### src/rtl/core/tsp_queue.sv
// ============================================================================
// tsp_queue: two-entry request queue
// Decouples the character front end from the weighting back end.
// ============================================================================
module tsp_queue #(
    parameter int DATA_W = 8
) (
    input  logic              clk,
    input  logic              rst_n,
    input  logic              in_valid,
    output logic              in_ready,
    input  logic [DATA_W-1:0] in_data,
    output logic              out_valid,
    input  logic              out_ready,
    output logic [DATA_W-1:0] out_data
);
    logic [1:0][DATA_W-1:0] mem_reg;
    logic                   wr_ptr_reg, wr_ptr_next;
    logic                   rd_ptr_reg, rd_ptr_next;
    logic [1:0]             cnt_reg, cnt_next;
    logic                   push, pop;

    assign in_ready  = (cnt_reg != 2'd2);
    assign out_valid = (cnt_reg != 2'd0);
    assign out_data  = mem_reg[rd_ptr_reg];
    assign push      = in_valid && in_ready;
    assign pop       = out_valid && out_ready;

    assign wr_ptr_next = push ? !wr_ptr_reg : wr_ptr_reg;
    assign rd_ptr_next = pop  ? !rd_ptr_reg : rd_ptr_reg;
    assign cnt_next    = cnt_reg + {1'b0, push} - {1'b0, pop};

    always_ff @(posedge clk or negedge rst_n)
    begin
        if (!rst_n)
        begin
            wr_ptr_reg <= 1'b0;
            rd_ptr_reg <= 1'b0;
            cnt_reg    <= 2'd0;
        end
        else
        begin
            wr_ptr_reg <= wr_ptr_next;
            rd_ptr_reg <= rd_ptr_next;
            cnt_reg    <= cnt_next;
        end
    end

    always_ff @(posedge clk)
    begin
        if (push)
        begin
            mem_reg[wr_ptr_reg] <= in_data;
        end
    end

endmodule

### config.mk
export PLATFORM = sky130hd
export DESIGN_NAME = tsp_queue
export DESIGN_NICKNAME = d
export VERILOG_FILES = /design/src/rtl/core/tsp_queue.sv
export SDC_FILE = /design/constraint.sdc
export NUM_CORES = 1
export LEC_CHECK = 0
export BUFFER_PORTS_ARGS = -buffer_cell sky130_fd_sc_hd__buf_2
export CAP_MARGIN = 20
export CORE_MARGIN = 3
export CORE_UTILIZATION = 45
export CTS_BUF_LIST = sky130_fd_sc_hd__clkbuf_4 sky130_fd_sc_hd__clkbuf_8 sky130_fd_sc_hd__clkbuf_16
export CTS_CLUSTER_DIAMETER = 200
export DETAILED_ROUTE_END_ITERATION = 16
export PLACE_DENSITY = 0.68
export SETUP_SLACK_MARGIN = 0.3
export SYNTH_ARGS = -nofsm -noshare
export SYNTH_HDL_FRONTEND = slang
export SYNTH_SLANG_ARGS = --single-unit
### constraint.sdc
create_clock -name clk -period 2.15 [get_ports clk]
set_clock_uncertainty 0.05 [all_clocks]
set_input_delay 0.215 -clock clk [delete_from_list [all_inputs] [get_ports clk]]
set_output_delay 0.215 -clock clk [all_outputs]
set_load 0.02 [all_outputs]
Word level (Yosys, flattened, before mapping). Index checks and enable logic that the tools add are counted.

Word-level logic and storage cells: 22. Bits in registers: 20. Output and inout bits: 10. Input bits: 12.

$lt $le $gt $ge: 3. Reductions and logical operators: 6. Multiplexer cells: 5. Add/sub/neg operators: 2. Equality and inequality tests: 1.

Operator list (number): $mux W8 (3); $bwmux W16 (1); $demux W8 S1 (1); $lt A1 B2 Y1 const B (2); $logic_and A1 B1 Y1 (3); $add A2 B1 Y2 (1); $logic_not A1 Y1 (2); $ne A2 B2 Y1 const B (1); $reduce_bool A2 Y1 (1); $sub A2 B1 Y2 (1); $ge A1 B1 Y1 const B (1).

Depth between registers and ports, before layout. Gate-level depths: netlist (run 1).

Word-level depth: 5. Gate-level depth with buffers: 7. Mapped depth without buffers: 7.

Worst setup path before layout (run 1). Ideal clock, no wire load.

Path type: reg2reg. Start point: reg cnt_reg[0]. End point: reg cnt_reg[1]. Stages on the path, launching flop included: 8. Data arrival time: 1.582 ns. Required time: 1.977 ns. Setup slack: 0.395 ns. Path buffers: 0. Clock period less this slack: 1.755 ns. Cells stage by stage: dfrtp_1 or2_1 and2_4 ha_1 inv_1 ha_1 xnor2_1 xnor2_1.

Elaborated cells on any way between the ends: 6. Classes of those cells: add/sub (2); eq/ne (1); reduce/logical (3).

RTL lines: start: declaration (RTL line 20) `logic [1:0] cnt_reg, cnt_next;`; start signal: assignment (RTL line 45) `cnt_reg <= cnt_next;`; $reduce_bool A2 Y1 (RTL line 24) `assign out_valid = (cnt_reg != 2'd0);`; via out_valid (RTL line 13) `output logic out_valid,`; $logic_and A1 B1 Y1 (RTL line 27) `assign pop = out_valid && out_ready;`; via pop (RTL line 21) `logic push, pop;`; $sub A2 B1 Y2 (RTL line 31) `assign cnt_next = cnt_reg + {1'b0, push} - {1'b0, pop};`; via cnt_next[1] (RTL line 20).

The timed path passes the listed nets, and every way through them passes these cells. A chain may end at the register's enable or synchronous reset.

Final worst setup path (run 1).
Start point: reg cnt_reg[0]. End point: reg cnt_reg[1].

Elaborated cells on any way between the ends: 6. Classes of those cells: add/sub (2); eq/ne (1); reduce/logical (3).

RTL lines (RTL line): $reduce_bool A2 Y1 (24); $logic_and A1 B1 Y1 (27); via pop (21); $sub A2 B1 Y2 (31); via cnt_next[1] (20).

The timed path passes the listed nets, and every way through them passes these cells.

==> out/metrics.cfg, run 1 <==
[setup_path]
cp_cell_sequence=or2_1, and2_4, ha_1, inv_1, ha_2, xnor2_2, xnor2_1
required_ns=2.32
critPathCaptureType=flip-flop
cpMaxStageDelayCell=dfrtp_1
critPathMaxFanout=3
start_kind=flip-flop
crit_arrival_ns=1.89
path_class=flip-flop to flip-flop
critical_path.max_stage_delay_ns=0.41

[cells_and_area]
drive_gt1_frac=0.551
area_growth_pct=26.8
largest_reg_flops=16
fin_util=0.630
antenna_cells=0
final_area_um2=982
final_nets=84

[job]
max_cap_viol_count=0

[power]
cellPowerDensity_nw_per_um2=1450
peakVddDrop_uv=919
leakage_nw=0.403
finalPower_mw=1.43

[routing]
routed_wl_mm=1.18
postRouteAntennaNets=0
wl_per_cell_um=13.8
viasPerCell=4.78
vias=406
firstDrtPassIters=4
drcViolationCount=0
drt-initial-drc-count=6

[synth]
yosysTopAreaCell=edfxtp_1
synth.most_common_cell=edfxtp_1
netlist_area_um2=774
ys_top_cells_by_area=edfxtp_1 (62%), dfrtp_1 (13%), mux2_2 (12%), xnor2_1 (3.4%), ha_1 (3.2%)
ys.warnings.count=0
syn_avg_cell_area_um2=18.4
ys_ff_latch=20
synth_top_area_frac=0.620
synth_edf_count=16
synth_seq_area_share=0.750
synthTopCellsByCount=edfxtp_1 (16), mux2_2 (8), dfrtp_1 (4), xnor2_1 (3), ha_1 (2)
synth_cell_types=14
syn-num-nets=56
syn_inst=42
ys.flop_type=edfxtp_1
async_flop_share=0.200

[placement]
dp_hpwl_um=785
port-buffer-count=21
placed_area_um2=902
place.gp.congestion=0.696

[cts]
clock_latency_ns=0.29
path_clk_slew_ns=0.12
clk_path_buf_depth=2
cts_tree=done
cts_root_buf=clkbuf_4
clock-sinks=20
h-tree-depth=1
cts_made_buffers=3

[timing]
rsz0062_at_grt=false
finalHoldViolCount=0
finalSetupTns_ns=0
min_period_ns=1.73
setup_violations=0
max_freq_mhz=579
finalCritPeriodShare=0.804
worst_slew_pin_slew_ns=0.404
relSlewSlack=0.730
drv_slew=0

[status]
outcome=finished clean

[die]
die_y_um=47.5
num_rows=14
ios=22
dieArea_um2=2250
die_width_um=47.5
initial_core_util=0.497
coreArea_um2=1560

[grt]
use_met1=0.160
met3_usage=0.0263
antenna_found_initial=0
grt_pass1_wl_mm=1.75
grt_overflow=0
grt_max_degree=13
grt_use_met2=0.179
busiest_layer=met2
grt_pass1_vias=390
gr-usage-all-layers=0.121

[worst_hold_path]
holdCritPathClass=input port to flip-flop

[routing by layer]
metal  wire (um)  up-vias  part of all wire
met5           0        -                 0
met2         567       13              0.48
met1         547      189              0.47
li1            -      204                 -
met4           0        0                 0
met3          59        0             0.050
[worst paths after layout]
check / from / to / slack, ns / depth (start not counted)
setup / recovery: cnt_reg[0]$_DFF_PN0_ / cnt_reg[1]$_DFF_PN0_ / 0.42 / 7
hold reg to reg: cnt_reg[1]$_DFF_PN0_ / cnt_reg[1]$_DFF_PN0_ / 0.45 / 1
max in group asynchronous: rst_n / cnt_reg[0]$_DFF_PN0_ / 1.70 / 2
min in group asynchronous: rst_n / cnt_reg[1]$_DFF_PN0_ / 0.23 / 2
hold / removal: in_data[5] / mem_reg[13]$_DFFE_PP_ / 0.04 / 1
setup reg to reg: cnt_reg[0]$_DFF_PN0_ / cnt_reg[1]$_DFF_PN0_ / 0.42 / 7
[metrics by stage]
step	hold WS, ns	setup slack, ns	cells
2_1_floorplan	-0.131	0.395	42
3_3_place_gp	-0.0234	0.422	79
3_5_place_dp	-0.0212	0.457	79
4_1_cts	0.0335	0.397	84
5_1_grt	0.0237	0.299	85
6_report	0.0428	0.422	85
[kinds of logic after synthesis]
logic type / count (synthesis) / share of synthesized area
simple gates: 6 / 0.0452
fa+ha+maj: 2 / 0.0323
xor+xnor: 4 / 0.0452
mux: 8 / 0.116
buf+inv: 2 / 0.0113
flops: 20 / 0.750
[cells in the final DEF, fill, tap and decap left out, types with 2 or more instances in the layout]
master	synthesis	layout
mux2_2	8	8
dfrtp_1	4	4
edfxtp_1	16	16
xnor2_1	3	2
buf_2	1	21
buf_4	0	2
clkbuf_4	0	3
[critical path: cells and delay by family, from the launching register on]
family / cells / cell delay (ns)
fa+ha+maj: 2 / 0.44
simple gates: 2 / 0.41
xor+xnor: 2 / 0.30
flops: 1 / 0.41
buf+inv: 1 / 0.04
[repair_timing]
item,CTS,global route
resized for setup,0,2
hold buffers,1,0
endpoints found under the setup margin,0,1
hold endpoints to repair,4,0
setup buffers,0,1
[report_power, final]
group | total (mW) | internal [mW] | switching (mW)
sequential | 0.611 | 0.541 | 0.0693
clock | 0.302 | 0.188 | 0.113
combinational | 0.515 | 0.245 | 0.270
total | 1.43 | 0.975 | 0.453
[layout make-up]
cell class	count	area, um^2
clock buffers	3	22.5
multi-input cells	20	195
well taps	16	20.0
clock inverters	1	30.0
repair buffers	24	130
fillers	120	577
flip-flops and latches	20	581
inverters	1	3.75
(Power assumes the default switching activity.)
==> run 2, diff against run 1 <==
CORE_UTILIZATION = 44   (was 45)
PLACE_DENSITY = 0.69   (was 0.68)
clock period = 1.5 ns   (was 2.15 ns; I/O delays follow)
==> out/metrics.cfg, run 2 (same netlist as run 1, synthesis figures left out) <==
[setup_path]
start_kind=flip-flop
critPathCaptureType=flip-flop
crit_arrival_ns=1.76  ; -0.13 ns
path_class=flip-flop to flip-flop
required_ns=1.64  ; -0.68 ns
critPathMaxFanout=3  ; unchanged

[cts]
cts_tree=done
clock-sinks=20  ; unchanged
clk_path_buf_depth=2  ; unchanged
clock_latency_ns=0.29  ; about the same
h-tree-depth=1  ; unchanged
path_clk_slew_ns=0.10  ; -0.02 ns
cts_root_buf=clkbuf_4
cts_made_buffers=3  ; unchanged

[timing]
worst_slew_pin_slew_ns=0.177  ; -0.227 ns
relSlewSlack=0.882  ; +0.151
setup_ws_ns=-0.121  ; -0.543 ns
min_period_ns=1.62  ; -0.107 ns
finalSetupTns_ns=-0.132  ; -0.132 ns
rsz0062_at_grt=true
setup_violations=5  ; +5
max_freq_mhz=617  ; +6.6%
finalCritPeriodShare=1.08  ; +0.277
drv_slew=0  ; unchanged
finalHoldViolCount=0  ; unchanged

[power]
leakage_nw=0.550  ; +37%
peakVddDrop_uv=1360  ; +48%
p_switching_mw=0.803  ; +77%
seqPwrFrac=0.335  ; -0.093
cellPowerDensity_nw_per_um2=1970  ; +35%
power_frac_comb=0.559  ; +0.198
pwr-share-clk=0.106  ; -0.105
p_sw_frac=0.315  ; -0.00213
power.internal_mw=1.74  ; +79%

[cells_and_area]
drive_gt1_frac=0.655  ; +0.104
layout_common_cells=buf_6 (17), edfxtp_1 (16), buf_2 (11), dlygate4sd3_1 (9), mux2_4 (8)
nFillCells=84  ; -30%
multi_input_area_um2=285  ; +46%
area_growth_pct=67.2
fin_util=0.821  ; +0.191
antenna_cells=0  ; unchanged
instances_no_fill=103  ; +21%
register_area_um2=582  ; +0.22%
largest_reg_flops=16  ; unchanged
final_nets=102  ; +21%
final_common_cell=buf_6
final_area_um2=1290  ; +32%

[status]
outcome=complete, but fails checks
violations=negative setup slack

[grt]
grt_overflow=0  ; unchanged
grt_pass1_wl_mm=2.08  ; +19%
antenna_found_initial=0  ; unchanged
grt_pass1_vias=491  ; +26%
grt_max_degree=12  ; -1
gr-usage-all-layers=0.140  ; +0.0185

[placement]
placed_area_um2=990  ; +9.7%
dp_slack_ns=-0.111  ; -0.568 ns
dp.cells=85  ; +7.6%
place.gp.congestion=0.749  ; +7.6%
dp_hpwl_um=835  ; +6.5%
port-buffer-count=21  ; unchanged

[die]
ios=22  ; unchanged
initial_core_util=0.491  ; -0.00552
die_y_um=48.0  ; +0.99%
coreArea_um2=1580  ; +1.1%
dieArea_um2=2300  ; +2.0%
num_rows=14  ; unchanged
die_width_um=48.0  ; +0.99%

[routing]
vias=500  ; +23%
drt-initial-drc-count=5  ; -1
drcViolationCount=0  ; unchanged
viasPerCell=4.85  ; +1.6%
wl_per_cell_um=13.4  ; -2.8%
firstDrtPassIters=4  ; unchanged
postRouteAntennaNets=0  ; unchanged
routed_wl_mm=1.38  ; +18%

[job]
max_cap_viol_count=0  ; unchanged

[worst_hold_path]
holdCritPathClass=input port to asynchronous set/reset pin

-- run 2: cell types whose count changed in the layout (fill, tap and decap cells not counted), moves of 2 or more --
| cell | delta |
|---|---|
| buf_6 | +17 |
| ha_4 | +2 |
| buf_2 | -10 |
| dlygate4sd3_1 | +8 |
| buf_4 | +3 |
| mux2_4 | +8 |
| mux2_2 | -8 |
-- run 2: final timing paths --
path	start	endpoint	slack (ns)	cells past startpoint
max	cnt_reg[0]$_DFF_PN0_	cnt_reg[1]$_DFF_PN0_	-0.12	7
min reg2reg	wr_ptr_reg$_DFFE_PN0N_	wr_ptr_reg$_DFFE_PN0N_	0.53	1
max in group asynchronous	rst_n	rd_ptr_reg$_DFFE_PN0P_	1.13	2
min in group clk	in_valid	wr_ptr_reg$_DFFE_PN0N_	0.21	4
max reg2reg	cnt_reg[0]$_DFF_PN0_	cnt_reg[1]$_DFF_PN0_	-0.12	7
min	rst_n	wr_ptr_reg$_DFFE_PN0N_	0.13	2
-- run 2: worst max-delay path, cell delays in order (launching register included) --
cell	delay, ns
dfrtp_1	0.41
or2_4	0.23
and2_4	0.15
ha_4	0.25
inv_2	0.03
ha_4	0.15
xnor2_2	0.13
xnor2_1	0.12
-- run 2: power groups by stage --
stage               combinational [mW]  clock [mW]  sequential, mW
floorplan                        0.638           0           0.841
global placement                 0.891           0           0.882
detailed placement               0.897           0           0.885
CTS                               1.30       0.280           0.840
global route                      1.52       0.306           0.867
finish                            1.43       0.270           0.852
-- run 2: layout make-up --
cell class,instances,area share
flip-flops and latches,20,0.449
inverters,1,0.00290
multi-input cells,20,0.220
well taps,16,0.0155
repair buffers,42,0.289
clock buffers,4,0.0232
-- run 2: routing by layer --
layer  share of wire  global-route usage  vias up
li1                -                   -      242
met2            0.56               0.245       12
met1            0.40               0.159      244
met4           0.012              0.0645        0
met5               0                   0        -
met3           0.030              0.0338        2
-- run 2: stage by stage --
stage,hold WS (ns),total power [mW]
3_3_place_gp,-0.0869,1.77
5_1_grt,0.149,2.69
3_5_place_dp,-0.0864,1.78
2_1_floorplan,-0.196,1.48
4_1_cts,0.123,2.42
6_report,0.133,2.55
-- run 2: what timing repair did --
item / CTS / global route
endpoints found under the hold margin: 20 / 0
pin swaps: 1 / 4
buffers inserted: 4 / 1
cloned: 0 / 0
gates resized for setup: 31 / 12
hold buffers: 9 / 0
endpoints found under the setup margin: 29 / 30
