File: config.mk
export PLATFORM = sky130hd
export DESIGN_NAME = tsp_front
export DESIGN_NICKNAME = d
export VERILOG_FILES = /design/src/rtl/core/tsp_pkg.sv /design/src/rtl/core/tsp_front.sv
export SDC_FILE = /design/constraint.sdc
export NUM_CORES = 1
export LEC_CHECK = 0
export ABC_AREA = 1
export BUFFER_PORTS_ARGS = -buffer_cell sky130_fd_sc_hd__clkbuf_2
export CAP_MARGIN = 40
export CELL_PAD_IN_SITES_DETAIL_PLACEMENT = 2
export CELL_PAD_IN_SITES_GLOBAL_PLACEMENT = 2
export CORE_ASPECT_RATIO = 1.25
export CORE_UTILIZATION = 25
export DETAILED_ROUTE_END_ITERATION = 7
export MAX_ROUTING_LAYER = met4
export PLACE_DENSITY_LB_ADDON = 0.2
export REMOVE_ABC_BUFFERS = 1
export SKIP_CTS_REPAIR_TIMING = 1
export SYNTH_ARGS = -nofsm -noshare
export SYNTH_HDL_FRONTEND = slang
export SYNTH_SLANG_ARGS = --single-unit
File: constraint.sdc
create_clock -name clk -period 8.1 [get_ports clk]
set_clock_uncertainty 0.1 [all_clocks]
set_input_delay 0.81 -clock clk [delete_from_list [all_inputs] [get_ports clk]]
set_output_delay 0.81 -clock clk [all_outputs]
set_load 0.05 [all_outputs]
File: src/rtl/core/tsp_pkg.sv
// ============================================================================
// tsp_pkg: shared types and constants of the timestamp text parser
// Character codes, status and scale codes, the per-timestamp request record
// and the field weight table.
// ============================================================================
package tsp_pkg;

    localparam int MAX_FIELDS = 4;
    localparam int IDX_W      = 2;   // index into the closed-field slots
    localparam int COUNT_W    = 3;   // holds 0 .. MAX_FIELDS + 1
    localparam int WEIGHT_W   = 22;  // holds 3_600_000
    localparam int MS_W       = 31;

    localparam logic [MS_W-1:0] MS_MAX = 31'h7FFF_FFFF;

    localparam logic [7:0] CH_DOT   = 8'h2E;
    localparam logic [7:0] CH_COMMA = 8'h2C;
    localparam logic [7:0] CH_COLON = 8'h3A;
    localparam logic [7:0] CH_SEMI  = 8'h3B;
    localparam logic [7:0] CH_SPACE = 8'h20;
    localparam logic [7:0] CH_ZERO  = 8'h30;
    localparam logic [7:0] CH_NINE  = 8'h39;

    typedef enum logic [1:0] {
        ST_OK       = 2'd0,
        ST_BAD_CHAR = 2'd1,
        ST_TOO_MANY = 2'd2
    } status_t;

    // Scaling of a short fraction that closes at end of text.
    typedef enum logic [1:0] {
        SC_ONE     = 2'd0,
        SC_TEN     = 2'd1,
        SC_HUNDRED = 2'd2
    } scale_t;

    // Control part of one finished timestamp, passed from front to back.
    typedef struct packed {
        logic [COUNT_W-1:0] count;
        logic               seen_dec;
        scale_t             scale;
        status_t            status;
    } frame_ctrl_t;

    // Weight of a field by its place counted from the right, starting at 1.
    function automatic logic [WEIGHT_W-1:0] weight_of(input logic [COUNT_W-1:0] idx);
        logic [WEIGHT_W-1:0] w;
        case (idx)
            3'd1:    w = 22'd1;
            3'd2:    w = 22'd1000;
            3'd3:    w = 22'd60000;
            3'd4:    w = 22'd3600000;
            default: w = '0;
        endcase
        return w;
    endfunction

    function automatic logic [WEIGHT_W-1:0] scale_weight(input scale_t sc);
        logic [WEIGHT_W-1:0] w;
        case (sc)
            SC_TEN:     w = 22'd10;
            SC_HUNDRED: w = 22'd100;
            default:    w = 22'd1;
        endcase
        return w;
    endfunction

endpackage

File: src/rtl/core/tsp_front.sv
// ============================================================================
// tsp_front: character classifier and field builder
// Builds field values one character per cycle while the queue has room and
// emits one request with all closed fields when the last character arrives.
// ============================================================================
module tsp_front #(
    parameter int VALUE_BITS = 32
) (
    input  logic                                         clk,
    input  logic                                         rst_n,
    input  logic                                         in_valid,
    output logic                                         in_ready,
    input  logic [7:0]                                   in_char,
    input  logic                                         in_last,
    output logic                                         out_valid,
    input  logic                                         out_ready,
    output logic [tsp_pkg::MAX_FIELDS-1:0][VALUE_BITS-1:0] out_fields,
    output tsp_pkg::frame_ctrl_t                         out_ctrl
);
    import tsp_pkg::*;

    localparam int EXT_W = VALUE_BITS + 4;

    logic [MAX_FIELDS-1:0][VALUE_BITS-1:0] field_reg, field_next;
    logic [COUNT_W-1:0]    count_reg, count_next;
    logic [VALUE_BITS-1:0] running_reg, running_next;
    logic [1:0]            digits_reg, digits_next;
    logic                  dec_reg, dec_next;
    logic                  stop_reg, stop_next;
    status_t               err_reg, err_next;

    logic                  accept;
    logic                  active;
    logic                  is_dec, is_sep, is_space, is_digit;
    logic [EXT_W-1:0]      run_ext, digit_prod;
    logic [VALUE_BITS-1:0] digit_sat;
    logic [1:0]            digits_inc;
    logic                  close_req;
    logic [VALUE_BITS-1:0] close_val;

    assign in_ready  = out_ready;
    assign accept    = in_valid && in_ready;
    assign out_valid = accept && in_last;

    assign active   = !stop_reg && (err_reg == ST_OK);
    assign is_dec   = (in_char == CH_DOT) || (in_char == CH_COMMA);
    assign is_sep   = is_dec || (in_char == CH_COLON) || (in_char == CH_SEMI);
    assign is_space = (in_char == CH_SPACE);
    assign is_digit = in_char inside {[CH_ZERO:CH_NINE]};

    // running * 10 + digit, saturated at the field maximum
    assign run_ext    = EXT_W'(running_reg);
    assign digit_prod = (run_ext << 3) + (run_ext << 1) + EXT_W'(in_char[3:0]);
    assign digit_sat  = (digit_prod[EXT_W-1:VALUE_BITS] != '0) ? '1
                                                              : digit_prod[VALUE_BITS-1:0];
    assign digits_inc = (digits_reg == 2'd3) ? 2'd3 : digits_reg + 2'd1;

    always_comb
    begin
        field_next   = field_reg;
        count_next   = count_reg;
        running_next = running_reg;
        digits_next  = digits_reg;
        dec_next     = dec_reg;
        stop_next    = stop_reg;
        err_next     = err_reg;
        close_req    = 1'b0;
        close_val    = running_reg;
        if (active)
        begin
            if (is_sep)
            begin
                if (is_dec && dec_reg)
                begin
                    stop_next = 1'b1;
                end
                else
                begin
                    dec_next     = dec_reg | is_dec;
                    close_req    = 1'b1;
                    running_next = '0;
                    digits_next  = 2'd0;
                end
            end
            else if (!is_space)
            begin
                if (!is_digit)
                begin
                    err_next = ST_BAD_CHAR;
                end
                else
                begin
                    running_next = digit_sat;
                    digits_next  = digits_inc;
                    // third fraction digit ends the text
                    if (dec_reg && (digits_inc == 2'd3))
                    begin
                        close_req = 1'b1;
                        close_val = digit_sat;
                        stop_next = 1'b1;
                    end
                end
            end
        end
        if (close_req)
        begin
            if (count_reg >= COUNT_W'(MAX_FIELDS))
            begin
                err_next = ST_TOO_MANY;
            end
            else
            begin
                field_next[count_reg[IDX_W-1:0]] = close_val;
                count_next = count_reg + 1'b1;
            end
        end
    end

    // Close the open field at end of text and check the field budget.
    always_comb
    begin
        out_fields        = field_next;
        out_ctrl.count    = count_next;
        out_ctrl.seen_dec = dec_next;
        out_ctrl.scale    = SC_ONE;
        out_ctrl.status   = err_next;
        if (!stop_next && (err_next == ST_OK))
        begin
            if (count_next >= COUNT_W'(MAX_FIELDS))
            begin
                out_ctrl.status = ST_TOO_MANY;
            end
            else
            begin
                out_fields[count_next[IDX_W-1:0]] = running_next;
                out_ctrl.count = count_next + 1'b1;
                if (dec_next)
                begin
                    case (digits_next)
                        2'd1:    out_ctrl.scale = SC_HUNDRED;
                        2'd2:    out_ctrl.scale = SC_TEN;
                        default: out_ctrl.scale = SC_ONE;
                    endcase
                end
            end
        end
        if ((out_ctrl.status == ST_OK) &&
            ((out_ctrl.count + COUNT_W'(!dec_next)) > COUNT_W'(MAX_FIELDS)))
        begin
            out_ctrl.status = ST_TOO_MANY;
        end
    end

    always_ff @(posedge clk or negedge rst_n)
    begin
        if (!rst_n)
        begin
            count_reg   <= '0;
            running_reg <= '0;
            digits_reg  <= 2'd0;
            dec_reg     <= 1'b0;
            stop_reg    <= 1'b0;
            err_reg     <= ST_OK;
        end
        else if (accept)
        begin
            if (in_last)
            begin
                count_reg   <= '0;
                running_reg <= '0;
                digits_reg  <= 2'd0;
                dec_reg     <= 1'b0;
                stop_reg    <= 1'b0;
                err_reg     <= ST_OK;
            end
            else
            begin
                count_reg   <= count_next;
                running_reg <= running_next;
                digits_reg  <= digits_next;
                dec_reg     <= dec_next;
                stop_reg    <= stop_next;
                err_reg     <= err_next;
            end
        end
    end

    always_ff @(posedge clk)
    begin
        if (accept && !in_last)
        begin
            field_reg <= field_next;
        end
    end

endmodule

=== After elaboration in Yosys (flattened, before gate mapping) ===
Index checks and enable logic that the tools add are counted.

* Bitwise operators: 1
* Order comparisons: 9
* Add/sub/neg operators: 6
* Eq/ne operators: 9
* Reductions and logical operators: 22
* Muxes and demuxes: 64

{| class="wikitable"
|+ Operators with widths
! cell !! count
|-
| 2-to-1 mux 128 bit || 4
|-
| 2-to-1 mux 32 bit || 14
|-
| bitwise mux 128 bit || 2
|-
| demux 32 bit (select 2 bit) || 2
|-
| == test 8 x 6 -> 1 bit, second input constant || 5
|-
| adder 35 x 33 -> 36 bit || 1
|-
| adder 36 x 4 -> 36 bit || 1
|-
| 2-to-1 mux 2 bit || 18
|-
| 2-to-1 mux 1 bit || 17
|-
| 2-to-1 mux 3 bit || 5
|-
| logical AND 1 bit || 11
|-
| >= comparator 8 x 6 -> 1 bit, second input constant || 1
|-
| less-or-equal comparator 8 x 6 -> 1 bit, second input constant || 1
|-
| adder 3 x 1 -> 3 bit, second input constant || 2
|-
| == test 2 bit, second input constant || 3
|-
| >= comparator 3 bit, second input constant || 2
|-
| zero test 2 bit || 3
|-
| < comparator 2 x 3 -> 1 bit, second input constant || 2
|-
| >= comparator 2 x 1 -> 1 bit, second input constant || 2
|-
| zero test 1 bit || 4
|-
| 2-to-1 mux 4 bit || 1
|-
| one-hot mux 2 bit (2 select lines) || 1
|-
| nonzero test 4 bit || 1
|-
| adder 3 x 1 -> 3 bit || 1
|-
| other kinds (5) || 7
|}

* Output and inout port bits: 138
* Register bits: 169
* Input port bits: 13

=== Logic depth before layout (Yosys ltp) ===
* Word-level depth: 17
* Depth in mapped cells: 23
* Depth with buffers taken out: 22

=== Worst setup path before layout ===
OpenSTA, ideal clock, no wires.

* Path type: input port to flip-flop
* Start: input in_valid
* End: register field_reg[0] (netlist bit), enable pin
* Path slack: 2586 ps
* Cell stages on the path: 3
* Path buffers: 1
* Setup time: 543 ps
* Arrival: 4871 ps
* Cells stage by stage: nand2_1 > nor2_1 > clkbuf_1

* Longest elaborated chain between the ends: 2

{| class="wikitable"
|+ RTL lines
! what !! line !! source
|-
| from (decl) || tsp_front.sv:11 || <nowiki>input logic in_valid,</nowiki>
|-
| logical AND 1 bit || tsp_front.sv:42 || <nowiki>assign accept = in_valid && in_ready;</nowiki>
|-
| logical AND 1 bit || tsp_front.sv:190 || <nowiki>if (accept && !in_last)</nowiki>
|-
| to (signal assigned) || tsp_front.sv:192 || <nowiki>field_reg <= field_next;</nowiki>
|-
| to (decl) || tsp_front.sv:24 || <nowiki>logic [MAX_FIELDS-1:0][VALUE_BITS-1:0] field_reg, field_next;</nowiki>
|}

Every way passes these cells.
A chain may end at the register's enable or synchronous reset.

==> out/results.ini <==
[grt]
gr-max-usage-layer = met2
grt_pass1_wl_mm = 91.1
grt_use_met1 = 0.253
gr-usage-met3 = 0.0226
grt_pass1_vias = 15892
grt_overflow = 0
grt_max_degree = 164
gr-usage-met2 = 0.380
grt_antenna_before_repair = 1
grt.total_usage = 0.211

[finish]
finalInstanceArea_um2 = 16500
area_delta_synth_final_pct = 15.9
fillCellCount = 6708
layout_commonest_cell = nand2_1
finalNetCount = 2303
largest_reg_flops = 128
drive_above_1_share = 0.160
final_cell_mix = nand2_1 (784), nand3_1 (359), clkbuf_2 (150), inv_1 (145)
diodes = 0
fin_cells = 2970

[job]
cap_viol_max_count = 0

[detailed_routing]
wire_per_inst_um = 19.7
vias = 14402
antenna_left = 0
via_per_inst = 4.85
drc = 0
wl_mm = 58.6
drt-initial-drc-count = 570
first_pass_iters = 5

[clock_tree]
clk_latency_ps = 480
path_clk_slew_ps = 70
cts_max_path_buffers = 2
cts_max_level = 4
cts-root-buf = clkbuf_16
cts_sinks = 169
cts-buffers-inserted = 17
cts_tree = built

[critical_path]
crit_path_start = err_reg[1]
endpoint = out_fields[103]
path_class = flop to primary output
slowest_stage = o21ai_0
cp_cell_sequence = nor2_1 -> inv_1 -> nor2_1 -> nand2_2 -> buf_16 -> inv_2 -> nand2_1 -> nor2_2 -> inv_1 -> o21ai_0 -> inv_1 -> ha_1 -> nand3_2 -> buf_4 -> inv_2 -> buf_16 -> nand2_1 -> nand2_1 -> clkbuf_2
r2r_setup_slack_ps = 3820
cp.depth = 19
r2r-start = running_reg[1]
cp_top_family = buffers and inverters
path_max_fanout = 33
startpoint_type = flop
critPathMaxStageDelay_ps = 490
worstSetupEndpointType = primary output
crit_buf_inv = 9
rr_worst_depth = 23
cp.required_ps = 7190
critPathArrivalTime_ps = 4950
worst_r2r_endpoint = running_reg[3]

[place]
gp_congestion = 0.851
port_buffers = 150
place_area_um2 = 15900
dp_hpwl_mm = 42.6
numPlacedInstances = 2938

[die]
io_pins = 151
rows = 97
die_y_um = 269
start_util = 0.254
die_w_um = 216
dieArea_um2 = 57900
core_um2 = 56200

[timing]
slew_viol_final = 0
hold_slack_ps = 383
finalHoldViolCount = 0
period_minus_slack_ps = 5860
setup_violations = 0
max_slew_margin = 0.342
max_freq_mhz = 171
worst_pin_slew_ps = 987
rsz0062_at_grt = no
period_share = 0.723

[power_and_ir_drop]
ir_worst_vdd_v = 0.000124
power.density_nw_per_um2 = 166
leakage_nw = 8.00
finalPower_mw = 2.75

[run_status]
status = finished clean

[logic_synthesis]
syn_inst = 2108
synth_cell_types = 34
syn_area_um2 = 14200
synth_area_leaders = edfxtp_1 (27%), nand2_1 (21%), nand3_1 (13%), dfrtp_1 (7.2%), ha_1 (6.4%)
ys_warn_count = 0
ys_seq_area_frac = 0.342
synth_top_area_share = 0.270
ys_seq_elements = 169
synth.avg_cell_area_um2 = 6.76
synth_top_area_cell = edfxtp_1

[hold_path]
min_path_type = primary input to asynchronous set/reset pin

[stage by stage]
stage          worst slack, ps  setup TNS (ps)   util
2_1_floorplan            -1220          -82040      -
3_3_place_gp              2290               0  0.280
3_5_place_dp              2210               0  0.283
4_1_cts                   2120               0  0.294
5_1_grt                   1900               0  0.294
6_report                  2240               0  0.294
[cell families (layout without fill, tap and decap cells)]
group	count (synthesis)	after routing	share of synthesized area
adders and majority gates	75	75	0.0669
and+or+nand+nor	1548	1548	0.491
DFF	169	169	0.342
buffers and inverters	245	365	0.0685
AOI/OAI and AO/OA	50	50	0.0190
xor gates and xnor gates	21	21	0.0129
[worst min-delay path by stage]
| stage | from | endpoint | slack, ps | cells after the start |
|---|---|---|---|---|
| 2_1_floorplan | rst_n | count_reg[0] | 410 | 0 |
| 3_3_place_gp | err_reg[1] | err_reg[1] | 460 | 2 |
| 3_5_place_dp | err_reg[1] | err_reg[1] | 460 | 2 |
| 4_1_cts | rst_n | running_reg[26] | 380 | 2 |
| 5_1_grt | rst_n | running_reg[26] | 420 | 2 |
| 6_report | rst_n | running_reg[26] | 380 | 2 |
[power by group]
part / internal, mW / switching [mW]
Clock: 0.489 / 0.390
Sequential: 0.963 / 0.0347
Combinational: 0.230 / 0.642
Total: 1.68 / 1.07
[per-layer routing]
layer | vias to the layer above | wire (um)
li1 | 6967 | -
met1 | 7246 | 26600
met2 | 157 | 30200
met3 | 32 | 1210
met4 | 0 | 604
met5 | - | 0
[layout make-up]
cell class / count / area (um^2) / area share
clock buffer: 22 / 485 / 0.0294
clock inverter: 10 / 114 / 0.00689
inverter: 161 / 604 / 0.0366
multi-input combinational: 1694 / 8450 / 0.511
sequential: 169 / 4870 / 0.295
tap: 742 / 928 / 0.0562
timing repair buffer: 172 / 1070 / 0.0646
[cell usage after synthesis]
cell type,n
nand3_1,359
nor3_4,1
inv_1,145
buf_1,2
nand3b_1,3
nor3_1,7
xnor2_1,18
a21oi_1,30
o21bai_1,3
o21ai_0,11
nor2_1,124
nand4_2,1
fa_1,2
nor2_4,1
dfrtp_1,41
nand4_1,2
a21o_1,1
nor4_1,1
or2_1,7
inv_2,16
a21boi_1,1
or2_2,121
and2_1,128
buf_4,6
xor2_1,3
nand3_2,4
buf_2,27
nand2_1,785
clkbuf_1,49
ha_1,73
nor2_2,4
o21ai_2,1
edfxtp_1,128
o22ai_1,3
Note: power is estimated with default switching activity, not from simulation.
